**src/hw/rtl/srf_pkg.sv**
```systemverilog
// Shared types, constants and command/status structs of the secant root finder.
package srf_pkg;

	localparam int WORD_W    = 32;
	localparam int PROD_W    = 2 * WORD_W;
	localparam int DIV_CNT_W = $clog2(PROD_W);
	localparam int CNT_W     = 8;
	localparam int TOL_W     = 31;
	localparam int CFG_IDX_W = 1;
	localparam int CFG_DAT_W = 31;

	localparam logic [WORD_W-1:0] SIGN_BIT = {1'b1, {(WORD_W-1){1'b0}}};

	// configuration register indexes
	localparam logic [CFG_IDX_W-1:0] CFG_ITER_LIMIT = 1'd0;
	localparam logic [CFG_IDX_W-1:0] CFG_TOLERANCE  = 1'd1;

	localparam logic [CNT_W-1:0] ITER_LIMIT_RST = 8'd20;
	localparam logic [TOL_W-1:0] TOLERANCE_RST  = 31'd7;

	// input mode and result kind codes
	localparam logic MODE_START = 1'b0;
	localparam logic MODE_VALUE = 1'b1;
	localparam logic KIND_REQ   = 1'b0;
	localparam logic KIND_DONE  = 1'b1;

	typedef enum logic [1:0] {
		STAT_CONV  = 2'd0,
		STAT_LIMIT = 2'd1,
		STAT_FLAT  = 2'd2
	} stat_t;

	typedef enum logic {
		XSEL_OLD = 1'b0,
		XSEL_NEW = 1'b1
	} xsel_t;

	typedef enum logic [1:0] {
		PH_IDLE = 2'd0,
		PH_OLD  = 2'd1,
		PH_NEW  = 2'd2
	} phase_t;

	typedef enum logic [2:0] {
		ST_WAIT,
		ST_DECIDE,
		ST_MUL,
		ST_DIV,
		ST_UPD,
		ST_EMIT
	} state_t;

	typedef struct packed {
		logic  kind;
		stat_t status;
		xsel_t xsel;
	} srf_res_t;

	typedef struct packed {
		logic     load_in;
		logic     start;
		logic     save_fold;
		logic     inc_count;
		logic     mul;
		logic     div_step;
		logic     update;
		logic     out_load;
		srf_res_t res;
	} srf_cmd_t;

	typedef struct packed {
		logic mode;
		logic cnt_ge;
		logic f_small;
		logic f_flat;
		logic div_last;
	} srf_sts_t;

endpackage

```
**src/hw/rtl/srf_dp.sv**
```systemverilog
// Datapath of the secant root finder: guesses, config, multiplier, serial divider, output item.
module srf_dp (
	input  logic                                clk,
	input  logic                                arst_n,
	input  logic                                cfg_valid,
	input  logic [srf_pkg::CFG_IDX_W-1:0]       cfg_index,
	input  logic [srf_pkg::CFG_DAT_W-1:0]       cfg_data,
	input  logic                                mode,
	input  logic signed [srf_pkg::WORD_W-1:0]   x_start,
	input  logic signed [srf_pkg::WORD_W-1:0]   x_prev_start,
	input  logic signed [srf_pkg::WORD_W-1:0]   f_value,
	input  srf_pkg::srf_cmd_t                   cmd,
	output srf_pkg::srf_sts_t                   sts,
	output logic                                kind,
	output logic signed [srf_pkg::WORD_W-1:0]   x_value,
	output logic [1:0]                          status
);

	logic [srf_pkg::CNT_W-1:0]     iter_limit_q;
	logic [srf_pkg::TOL_W-1:0]     tol_q;
	logic [srf_pkg::WORD_W-1:0]    guess_new_q, guess_old_q, fold_q;
	logic [srf_pkg::CNT_W-1:0]     count_q;
	logic                          mode_q;
	logic [srf_pkg::WORD_W-1:0]    xin_q, xpin_q, f_q;
	logic [srf_pkg::PROD_W-1:0]    num_q;
	logic [srf_pkg::WORD_W-1:0]    rem_q, den_q;
	logic                          neg_q;
	logic [srf_pkg::DIV_CNT_W-1:0] div_cnt_q;
	logic                          kind_q;
	logic [srf_pkg::WORD_W-1:0]    x_q;
	srf_pkg::stat_t                status_q;

	logic [srf_pkg::WORD_W-1:0] fmag, dmag, denmag;
	logic [srf_pkg::WORD_W-1:0] ua, ub, fa, fb;
	logic                       dneg, denneg;
	logic [srf_pkg::WORD_W:0]   trial, trial_sub;
	logic [srf_pkg::WORD_W-1:0] u, u_next;

	// magnitudes and signs of the secant terms
	always_comb begin
		fmag   = f_q[srf_pkg::WORD_W-1] ? (~f_q + 1'b1) : f_q;
		ua     = guess_new_q ^ srf_pkg::SIGN_BIT;
		ub     = guess_old_q ^ srf_pkg::SIGN_BIT;
		dneg   = (ua < ub);
		dmag   = dneg ? (ub - ua) : (ua - ub);
		fa     = f_q ^ srf_pkg::SIGN_BIT;
		fb     = fold_q ^ srf_pkg::SIGN_BIT;
		denneg = (fa < fb);
		denmag = denneg ? (fb - fa) : (fa - fb);
	end

	// one restoring division step
	always_comb begin
		trial     = {rem_q, num_q[srf_pkg::PROD_W-1]};
		trial_sub = trial - {1'b0, den_q};
	end

	// saturating x - step in offset binary
	always_comb begin
		u = guess_new_q ^ srf_pkg::SIGN_BIT;
		if (!neg_q) begin
			if (num_q > {{srf_pkg::WORD_W{1'b0}}, u})
				u_next = '0;
			else
				u_next = u - num_q[srf_pkg::WORD_W-1:0];
		end else begin
			if (num_q > {{srf_pkg::WORD_W{1'b0}}, ~u})
				u_next = '1;
			else
				u_next = u + num_q[srf_pkg::WORD_W-1:0];
		end
	end

	// status to the controller
	always_comb begin
		sts.mode     = mode_q;
		sts.cnt_ge   = (count_q >= iter_limit_q);
		sts.f_small  = (fmag < {1'b0, tol_q});
		sts.f_flat   = (f_q == fold_q);
		sts.div_last = (div_cnt_q == {srf_pkg::DIV_CNT_W{1'b1}});
	end

	// configuration registers
	always_ff @(posedge clk or negedge arst_n) begin
		if (!arst_n) begin
			iter_limit_q <= srf_pkg::ITER_LIMIT_RST;
			tol_q        <= srf_pkg::TOLERANCE_RST;
		end else if (cfg_valid) begin
			case (cfg_index)
				srf_pkg::CFG_ITER_LIMIT: iter_limit_q <= cfg_data[srf_pkg::CNT_W-1:0];
				srf_pkg::CFG_TOLERANCE:  tol_q <= cfg_data[srf_pkg::TOL_W-1:0];
				default: ;
			endcase
		end
	end

	// search state
	always_ff @(posedge clk or negedge arst_n) begin
		if (!arst_n) begin
			guess_new_q <= '0;
			guess_old_q <= '0;
			fold_q      <= '0;
			count_q     <= '0;
		end else begin
			if (cmd.start) begin
				guess_new_q <= xin_q;
				guess_old_q <= xpin_q;
				count_q     <= '0;
			end
			if (cmd.save_fold)
				fold_q <= f_q;
			if (cmd.inc_count && (count_q != {srf_pkg::CNT_W{1'b1}}))
				count_q <= count_q + 1'b1;
			if (cmd.update) begin
				guess_old_q <= guess_new_q;
				fold_q      <= f_q;
				guess_new_q <= u_next ^ srf_pkg::SIGN_BIT;
			end
		end
	end

	// captured input item
	always_ff @(posedge clk) begin
		if (cmd.load_in) begin
			mode_q <= mode;
			xin_q  <= x_start;
			xpin_q <= x_prev_start;
			f_q    <= f_value;
		end
	end

	// product, then serial quotient in num_q
	always_ff @(posedge clk) begin
		if (cmd.mul) begin
			num_q <= fmag * dmag;
			den_q <= denmag;
			rem_q <= '0;
			neg_q <= f_q[srf_pkg::WORD_W-1] ^ dneg ^ denneg;
		end else if (cmd.div_step) begin
			if (!trial_sub[srf_pkg::WORD_W]) begin
				rem_q <= trial_sub[srf_pkg::WORD_W-1:0];
				num_q <= {num_q[srf_pkg::PROD_W-2:0], 1'b1};
			end else begin
				rem_q <= trial[srf_pkg::WORD_W-1:0];
				num_q <= {num_q[srf_pkg::PROD_W-2:0], 1'b0};
			end
		end
	end

	// divide step counter
	always_ff @(posedge clk or negedge arst_n) begin
		if (!arst_n)
			div_cnt_q <= '0;
		else if (cmd.mul)
			div_cnt_q <= '0;
		else if (cmd.div_step)
			div_cnt_q <= div_cnt_q + 1'b1;
	end

	// output item register
	always_ff @(posedge clk) begin
		if (cmd.out_load) begin
			kind_q   <= cmd.res.kind;
			status_q <= cmd.res.status;
			x_q      <= (cmd.res.xsel == srf_pkg::XSEL_NEW) ? guess_new_q : guess_old_q;
		end
	end

	assign kind    = kind_q;
	assign x_value = x_q;
	assign status  = status_q;

endmodule

```
**src/hw/rtl/srf_ctrl.sv**
```systemverilog
// Controller of the secant root finder: search phase, sequencing and output handshake.
module srf_ctrl (
	input  logic              clk,
	input  logic              arst_n,
	input  logic              in_valid,
	output logic              in_ready,
	input  logic              out_ready,
	output logic              out_valid,
	input  srf_pkg::srf_sts_t sts,
	output srf_pkg::srf_cmd_t cmd
);

	srf_pkg::state_t   state_q, state_d;
	srf_pkg::phase_t   phase_q, phase_d;
	srf_pkg::srf_res_t res_q, res_d;
	logic              out_valid_q, out_valid_d;

	// state, phase and pending result
	always_ff @(posedge clk or negedge arst_n) begin
		if (!arst_n) begin
			state_q     <= srf_pkg::ST_WAIT;
			phase_q     <= srf_pkg::PH_IDLE;
			res_q       <= '0;
			out_valid_q <= 1'b0;
		end else begin
			state_q     <= state_d;
			phase_q     <= phase_d;
			res_q       <= res_d;
			out_valid_q <= out_valid_d;
		end
	end

	// next state and commands
	always_comb begin
		state_d     = state_q;
		phase_d     = phase_q;
		res_d       = res_q;
		out_valid_d = out_valid_q && !out_ready;
		in_ready    = 1'b0;
		cmd         = '0;
		cmd.res     = res_q;
		case (state_q)
			srf_pkg::ST_WAIT: begin
				in_ready = 1'b1;
				if (in_valid) begin
					cmd.load_in = 1'b1;
					state_d     = srf_pkg::ST_DECIDE;
				end
			end
			srf_pkg::ST_DECIDE: begin
				if (sts.mode == srf_pkg::MODE_START) begin
					// restart: ask for f at the older guess
					cmd.start = 1'b1;
					phase_d   = srf_pkg::PH_OLD;
					res_d     = '{srf_pkg::KIND_REQ, srf_pkg::STAT_CONV, srf_pkg::XSEL_OLD};
					state_d   = srf_pkg::ST_EMIT;
				end else begin
					case (phase_q)
						srf_pkg::PH_OLD: begin
							cmd.save_fold = 1'b1;
							state_d       = srf_pkg::ST_EMIT;
							if (sts.cnt_ge) begin
								phase_d = srf_pkg::PH_IDLE;
								res_d   = '{srf_pkg::KIND_DONE, srf_pkg::STAT_LIMIT,
									srf_pkg::XSEL_NEW};
							end else begin
								phase_d = srf_pkg::PH_NEW;
								res_d   = '{srf_pkg::KIND_REQ, srf_pkg::STAT_CONV,
									srf_pkg::XSEL_NEW};
							end
						end
						srf_pkg::PH_NEW: begin
							cmd.inc_count = 1'b1;
							if (sts.f_small) begin
								phase_d = srf_pkg::PH_IDLE;
								res_d   = '{srf_pkg::KIND_DONE, srf_pkg::STAT_CONV,
									srf_pkg::XSEL_NEW};
								state_d = srf_pkg::ST_EMIT;
							end else if (sts.f_flat) begin
								phase_d = srf_pkg::PH_IDLE;
								res_d   = '{srf_pkg::KIND_DONE, srf_pkg::STAT_FLAT,
									srf_pkg::XSEL_NEW};
								state_d = srf_pkg::ST_EMIT;
							end else begin
								state_d = srf_pkg::ST_MUL;
							end
						end
						default: state_d = srf_pkg::ST_WAIT;
					endcase
				end
			end
			srf_pkg::ST_MUL: begin
				cmd.mul = 1'b1;
				state_d = srf_pkg::ST_DIV;
			end
			srf_pkg::ST_DIV: begin
				cmd.div_step = 1'b1;
				if (sts.div_last)
					state_d = srf_pkg::ST_UPD;
			end
			srf_pkg::ST_UPD: begin
				// count was bumped in the decide step
				cmd.update = 1'b1;
				state_d    = srf_pkg::ST_EMIT;
				if (sts.cnt_ge) begin
					phase_d = srf_pkg::PH_IDLE;
					res_d   = '{srf_pkg::KIND_DONE, srf_pkg::STAT_LIMIT, srf_pkg::XSEL_NEW};
				end else begin
					res_d   = '{srf_pkg::KIND_REQ, srf_pkg::STAT_CONV, srf_pkg::XSEL_NEW};
				end
			end
			srf_pkg::ST_EMIT: begin
				if (!out_valid_q || out_ready) begin
					cmd.out_load = 1'b1;
					out_valid_d  = 1'b1;
					state_d      = srf_pkg::ST_WAIT;
				end
			end
			default: state_d = srf_pkg::ST_WAIT;
		endcase
	end

	assign out_valid = out_valid_q;

endmodule

```
**src/hw/rtl/secant_root_finder.sv**
```systemverilog
// Top level of the secant root finder: controller, datapath and checks.
//
// Usage: a start item (mode 0) loads the newer and older guesses and the block
// answers with a request (kind 0) for f at the older guess. Each value item
// (mode 1) returns f at the last requested point; the block answers with the
// next request or a finished item (kind 1) carrying the estimate and status
// (converged, iteration limit, zero slope). A value item while no search runs
// is dropped. A start item always restarts the search.
// Config: cfg_valid/cfg_index/cfg_data write the iteration limit (0) or the
// tolerance (1); cfg_ready is always high and writes belong in idle periods.
// A request at a guess already held goes through the decide and emit states
// after its item is taken. An update adds the multiply state for the 32x32
// product and the restoring divider's 64 quotient bits, one bit per cycle.
// One item is worked at a time; in_ready is high while waiting for an item,
// also while the last result still sits in the output register.
// If out_ready stays low, the next result waits until that register empties.
// Reset clears the search (no search running) and restores an iteration
// limit of 20 and a tolerance of 7; no clearing pass is needed.
module secant_root_finder (
	input  logic                              clk,
	input  logic                              arst_n,
	input  logic                              cfg_valid,
	output logic                              cfg_ready,
	input  logic [srf_pkg::CFG_IDX_W-1:0]     cfg_index,
	input  logic [srf_pkg::CFG_DAT_W-1:0]     cfg_data,
	input  logic                              in_valid,
	output logic                              in_ready,
	input  logic                              mode,
	input  logic signed [srf_pkg::WORD_W-1:0] x_start,
	input  logic signed [srf_pkg::WORD_W-1:0] x_prev_start,
	input  logic signed [srf_pkg::WORD_W-1:0] f_value,
	output logic                              out_valid,
	input  logic                              out_ready,
	output logic                              kind,
	output logic signed [srf_pkg::WORD_W-1:0] x_value,
	output logic [1:0]                        status
);

	srf_pkg::srf_cmd_t cmd;
	srf_pkg::srf_sts_t sts;

	assign cfg_ready = 1'b1;

	srf_ctrl u_ctrl (
		.clk       (clk),
		.arst_n    (arst_n),
		.in_valid  (in_valid),
		.in_ready  (in_ready),
		.out_ready (out_ready),
		.out_valid (out_valid),
		.sts       (sts),
		.cmd       (cmd)
	);

	srf_dp u_dp (
		.clk          (clk),
		.arst_n       (arst_n),
		.cfg_valid    (cfg_valid),
		.cfg_index    (cfg_index),
		.cfg_data     (cfg_data),
		.mode         (mode),
		.x_start      (x_start),
		.x_prev_start (x_prev_start),
		.f_value      (f_value),
		.cmd          (cmd),
		.sts          (sts),
		.kind         (kind),
		.x_value      (x_value),
		.status       (status)
	);

	// an item taken is worked before the next one is taken
	a_busy_after_take: assert property (@(posedge clk) disable iff (!arst_n)
		in_valid && in_ready |=> !in_ready)
		else $error("input taken while previous item still in work");

	// output register is never overwritten while it holds an unread item
	a_no_overwrite: assert property (@(posedge clk) disable iff (!arst_n)
		cmd.out_load |-> (!out_valid || out_ready))
		else $error("output item overwritten");

	// the last divide step is followed by the guess update
	a_div_then_update: assert property (@(posedge clk) disable iff (!arst_n)
		cmd.div_step && sts.div_last |=> cmd.update)
		else $error("divider finished without update");

	// requests carry a zero status
	a_req_status: assert property (@(posedge clk) disable iff (!arst_n)
		out_valid && (kind == srf_pkg::KIND_REQ) |-> (status == srf_pkg::STAT_CONV))
		else $error("request item with nonzero status");

endmodule
```
**config.mk**
```make
export PLATFORM = sky130hd
export DESIGN_NAME = secant_root_finder
export DESIGN_NICKNAME = d
export VERILOG_FILES = /design/src/hw/rtl/srf_pkg.sv /design/src/hw/rtl/srf_dp.sv /design/src/hw/rtl/srf_ctrl.sv /design/src/hw/rtl/secant_root_finder.sv
export SDC_FILE = /design/constraint.sdc
export NUM_CORES = 2
export LEC_CHECK = 0
export BUFFER_PORTS_ARGS = -buffer_cell sky130_fd_sc_hd__buf_2
export CORE_AREA = 5 5 338 340
export CTS_CLUSTER_SIZE = 20
export DETAILED_ROUTE_END_ITERATION = 8
export DIE_AREA = 0 0 343 345
export GPL_TIMING_DRIVEN = 0
export PLACE_DENSITY = 0.74
export SLEW_MARGIN = 0
export SYNTH_ARGS = -nofsm -noshare
export SYNTH_HDL_FRONTEND = slang
export SYNTH_HIERARCHICAL = 1
export SYNTH_SLANG_ARGS = --single-unit
```
**constraint.sdc**
```tcl
create_clock -name clk -period 28.9 [get_ports clk]
set_input_delay 4.335 -clock clk [delete_from_list [all_inputs] [get_ports clk]]
set_output_delay 4.335 -clock clk [all_outputs]
set_load 0.02 [all_outputs]
```
Yosys cells after proc, flatten, opt, wreduce, memory -nomap -nowiden
Index checks and enable logic that the tools add are counted.
- add/subtract/negate cells: 10
- multipliers: 1
- order comparisons: 6
- eq/ne operators: 16
- mux-type cells: 57
- bitwise gates (word level): 10
- reductions and logical operators: 16
- operators by type and width (operator ; count):
    32-bit 2-to-1 mux ; 14
    32-bit subtractor ; 5
    64-bit by 32-bit greater-than comparator with 1-bit output ; 2
    64-bit 2-to-1 mux ; 2
    32-bit < comparator ; 2
    32-bit by 32-bit multiplier with 64-bit output ; 1
    32-bit inverter ; 2
    33-bit by 32-bit subtractor with 33-bit output ; 1
    32-bit by 1-bit adder with 32-bit output, second input constant ; 1
    32-bit adder ; 1
    32-bit == test ; 1
    32-bit by 31-bit < comparator with 1-bit output ; 1
    3-bit 2-to-1 mux ; 7
    3-bit one-hot mux with 6 select lines ; 1
    4-bit 2-to-1 mux ; 4
    8-bit 2-to-1 mux ; 2
    4-bit one-hot mux with 2 select lines ; 2
    1-bit 2-to-1 mux ; 14
    2-bit 2-to-1 mux ; 6
    6-bit 2-to-1 mux ; 2
    2-bit nonzero test ; 5
    8-bit by 1-bit adder with 8-bit output, second input constant ; 1
    8-bit greater-or-equal comparator ; 1
    8-bit inequality test, second input constant ; 1
    22 further kinds ; 37
- register bits after elaboration: 420
- output and inout bits: 38
- word-level logic and storage cells: 140

Longest topological paths before layout
- depth after elaboration: 8
- mapped depth: 43
- depth with buffers taken out: 39

By module
Netlist, hierarchy kept.
- by module, submodules not included (module ; instances ; cells an instance ; area an instance (µm²) ; sequential area each (µm²)):
    srf_dp ; 1 ; 7103 ; 62959.1 ; 11252.0
    srf_ctrl ; 1 ; 76 ; 670.6 ; 250.2
    secant_root_finder ; 1 ; 2 ; 11.3 ; 0.0

Least setup slack after synthesis
No wires, ideal clock.
- kind: register to register
- start point: register u_dp/guess_new_q[0] (netlist bit)
- end point: register u_dp/num_q[61] (netlist bit), data pin
- setup time: 0.269 ns
- arrival time: 10.327 ns
- data required time: 28.631 ns
- path slack: 18.304 ns
- stages on the path, launching flop included: 37
- path buffers: 2
- clock period less this slack: 10.596 ns
- path through: dfrtp_1 > inv_1 > ha_1 > inv_1 > fa_1 > a21o_1 > a21oi_2 > o21ai_1 > a2111o_1 > a32o_1 > nor2_2 > mux2_2 > xnor2_1 > clkbuf_1 > nand2_1 > fa_1 > fa_1 > fa_1 > fa_1 > inv_1 > fa_1 > fa_1 > fa_1 > inv_1 > fa_1 > inv_1 > ha_1 > clkbuf_1 > and4_1 > nand3_1 > or3_1 > or2_2 > o31a_1 > o21a_1 > a21oi_1 > or3_1 > o311ai_1
- word-level cells in the longest chain between the ends: 4
- elaborated cells on any way between the ends: 6
- those cells by class: add/sub: 2; mul: 1; order compare: 1; mux: 2
- RTL lines (item ; line ; source):
    start, declared ; srf_dp.sv:21 ; logic [srf_pkg::WORD_W-1:0] guess_new_q, guess_old_q, fold_q;
    start signal, assigned ; srf_dp.sv:106 ; guess_new_q <= xin_q;
    start signal, assigned ; srf_dp.sv:117 ; guess_new_q <= u_next ^ srf_pkg::SIGN_BIT;
    32-bit subtractor / 32-bit < comparator (equally long branches) ; srf_dp.sv:45, srf_dp.sv:44 ;
    32-bit 2-to-1 mux (*) ; srf_dp.sv:45 ; dmag = dneg ? (ub - ua) : (ua - ub);
    32-bit by 32-bit multiplier with 64-bit output (*) ; srf_dp.sv:135 ; num_q <= fmag * dmag;
    64-bit 2-to-1 mux (*) ; srf_dp.sv:134 ; if (cmd.mul) begin
    end signal, assigned ; srf_dp.sv:135 ;
    end signal, assigned ; srf_dp.sv:142 ; num_q <= {num_q[srf_pkg::PROD_W-2:0], 1'b1};
    end signal, assigned ; srf_dp.sv:145 ; num_q <= {num_q[srf_pkg::PROD_W-2:0], 1'b0};
    end, declared ; srf_dp.sv:25 ; logic [srf_pkg::PROD_W-1:0] num_q;
Every way passes the cells marked *; elsewhere a longest branch is shown, timed or not.
A chain may end at the register's enable or synchronous reset.

Worst setup path in the final report
Ends and elaborated chain as after synthesis.

==> qor.csv <==
stage,metric,value,unit
placed_design,GP Congestion,1.072,
cts,worst skew pair latency,620,ps
routing,1st-iter DRT viols,6207,
sta,period utilisation layout,47.93,%
die,DIE AREA,118300,µm²
sta,worst hold margin,456.9,ps
routing,Residual DRC,0,
sta,final hold vios,0,
cts,hold buffers post-CTS,0,
sta,Slew HR,-15.58,%
sta,# setup viols final,0,
cts,root buf cell,clkbuf_16,
synth,"top cells by area, synth","fa_1 (28%), ha_1 (11%), edfxtp_1 (11%)",
final_layout,fin area,68410,µm²
grt,first-pass GRT wire length,348000,µm
die,Core ar.,111300,µm²
synth,leading area contributor after synthesis,fa_1,
synth,mux share of post-synthesis cell area,2.347,%
placed_design,Post-DP Area,66680,µm²
sta,fmax,72.20,MHz
synth,"count leader, synth",inv_1,
grt,GRT Util Overall,39.40,%
synth,Post-Syn Nets,8778,
setup_path,Worst EP required,29310,ps
final_layout,Layout Nets,9008,
routing,via count,55134,
routing,routed vias/inst,6.147,
synth,Post-synth EDFFs,229,
synth,syn_area_per_cell,8.862,µm²
routing,final wirelength,236300,µm
final_layout,fraction of layout cells with a size suffix above 1,6.942,%
grt,vias in the first global route,55388,
die,Die W,343,µm
routing,Routed Antenna Nets,0,
placed_design,DP HPWL,194100,µm
cts,total CTS buffers,45,
synth,Simple-Gate Fraction of Synth Area,14.29,%
synth,Synth Flop Type,edfxtp_1,
final_layout,Largest register FFs,64,
setup_path,WP data arrival,14260,ps
cts,CTS clock-pin slew for the worst setup and hold paths,70,ps
synth,Post-Synth XOR/XNOR Area,3.399,%
sta,RSZ-0062 raised after global routing,false,
cts,CTS tree,built,
sta,crit path time final,13850,ps
sta,Worst-Margin Slew,1721,ps
outcome,violated checks,"capacitance limit, slew limit",
synth,"Seq/Total Area, Yosys",18.07,%
synth,top-area cell type share of the netlist area,28.41,%
grt,Congestion Overflow GR,0,
cts,post-cts resize count,0,
synth,Synth cell types,104,
synth,Post-synth ARST share,37.86,%
synth,synthesized flop and latch total,420,
job,Max-Cap Viols,11,
die,io pins,172,
synth,post-synthesis cell count,7181,
synth,Adder-Cell Fraction of Synth Area,39.41,%
synth,Ys Warns,6,
die,Die Ht,345,µm
final_layout,fill count,9787,
synth,main combinational cell family by area after synthesis,adder cells,
synth,Post-Syn Area,63640,µm²
setup_path,CP Capture Type,register,
cts,Post-CTS Setup Bufs,0,
die,Initial Utilization,57.20,%
routing,drt pass-1 iters,7,
cts,Clock Tree Buf Depth,3,
cts,CTS H-tree lvls,2,
outcome,outcome,finished with violations,
placed_design,Post-Place Worst Slack,15570,ps
synth,Synth top cells by count,"inv_1 (1203), fa_1 (903), nor2_1 (801)",
hold_path,Hold Crit Class,register to register,
sta,"Worst Setup Slack, final",15050,ps
sta,clk_skew,38.90,ps
setup_path,"slowest stage delay, CP",1230,ps
setup_path,CP Class,register to register,
routing,routed wire length per instance,26.34,µm
sta,Final TNS setup,0,ps
setup_path,"most used cell, CP",fa_1,
die,Std-Cell Rows,123,
setup_path,Critical Path Start Type,register,
sta,Final Max Tran Viols,73,
final_layout,Syn-to-layout area delta,7.487,%
placed_design,quantity of I/O buffers inserted on ports,170,
synth,complex-gate fraction of the synthesized area,12.92,%
setup_path,CP max-delay cell,xnor2_1,
cts,clk sink count,420,
setup_path,"Max FO, Critical Path",10,
grt,initial antenna violation count,14,
final_layout,most flop-heavy register,u_dp/num_q,
grt,largest net degree at the start of global routing,107,
cells in the final DEF (no fill, tap or decap), types with 46 or more instances in the layout:
master     instances
xnor2_1          139
a21o_1           164
nand4_1           55
xor2_1            68
nand2_1          683
mux2i_1           75
o21ai_0          324
a21oi_1          350
dfrtp_1          154
a211oi_1          72
nor3_1            77
nand2b_1          81
mux2_2            66
clkbuf_16         46
inv_1           1203
clkbuf_1         277
fa_1             903
and3_1            47
edfxtp_1         229
nor2_1           801
buf_2            242
nand3_1           91
o21bai_1          67
ha_1             560
final timing paths:
kind                                      from               to  slack [ps]  cells after the start
min in group asynchronous               arst_n  u_dp/fold_q[27]        3650                      1
hold / removal                   u_ctrl/cmd[1]   u_dp/status[0]         460                      0
hold reg to reg                  u_ctrl/cmd[1]   u_dp/status[0]         460                      0
setup / recovery           u_dp/guess_new_q[0]   u_dp/num_q[61]       15050                     39
setup reg to reg           u_dp/guess_new_q[0]   u_dp/num_q[61]       15050                     39
max in group asynchronous               arst_n   u_dp/tol_q[13]       24240                      2
metal layers:
layer	global-route usage (%)	vias up	wire, µm
li1	-	23662	-
met4	22.12	11	17440
met5	0	-	131
met2	59.95	3400	103000
met1	50.48	27167	86950
met3	11.65	894	28740
final cells by class:
class / count / area (µm²) / area share [%]
antenna: 22 / 55.05 / 0.08048
inverter: 1207 / 4531 / 6.623
clock buffer: 56 / 1229 / 1.796
sequential: 420 / 11500 / 16.81
clock inverter: 27 / 400.4 / 0.5853
buffer: 370 / 1540 / 2.252
timing repair buffer: 183 / 1052 / 1.538
multi-input combinational: 5184 / 46220 / 67.57
tap: 1500 / 1877 / 2.744
per-stage QoR:
step,std cells,util [%]
3_5_place_dp,8862,59.93
4_1_cts,8945,61.39
2_1_floorplan,7181,-
3_3_place_gp,8851,59.65
5_1_grt,8947,61.43
6_report,8969,61.48
cells by family (layout without fill, tap and decap cells):
family,after synthesis,count (layout)
AOI/OAI and AO/OA,1292,1292
other,1,23
xor gates and xnor gates,235,235
DFF,420,420
adders and majority gates,1463,1463
buffers and inverters,1577,1843
and+or+nand+nor,2052,2052
muxes,141,141
worst max-delay path: cells and delay by family (launching register included):
| family | cells | cell delay [ps] |
|---|---|---|
| muxes | 1 | 480 |
| and+or+nand+nor | 7 | 1880 |
| xor gates and xnor gates | 1 | 1230 |
| adders and majority gates | 11 | 4900 |
| buffers and inverters | 9 | 1730 |
| AOI/OAI and AO/OA | 10 | 2850 |
| DFF | 1 | 500 |
Power is left out: the tool's default activity adds up to more than one toggle a clock period on the data nets, which glitch-free logic cannot reach.
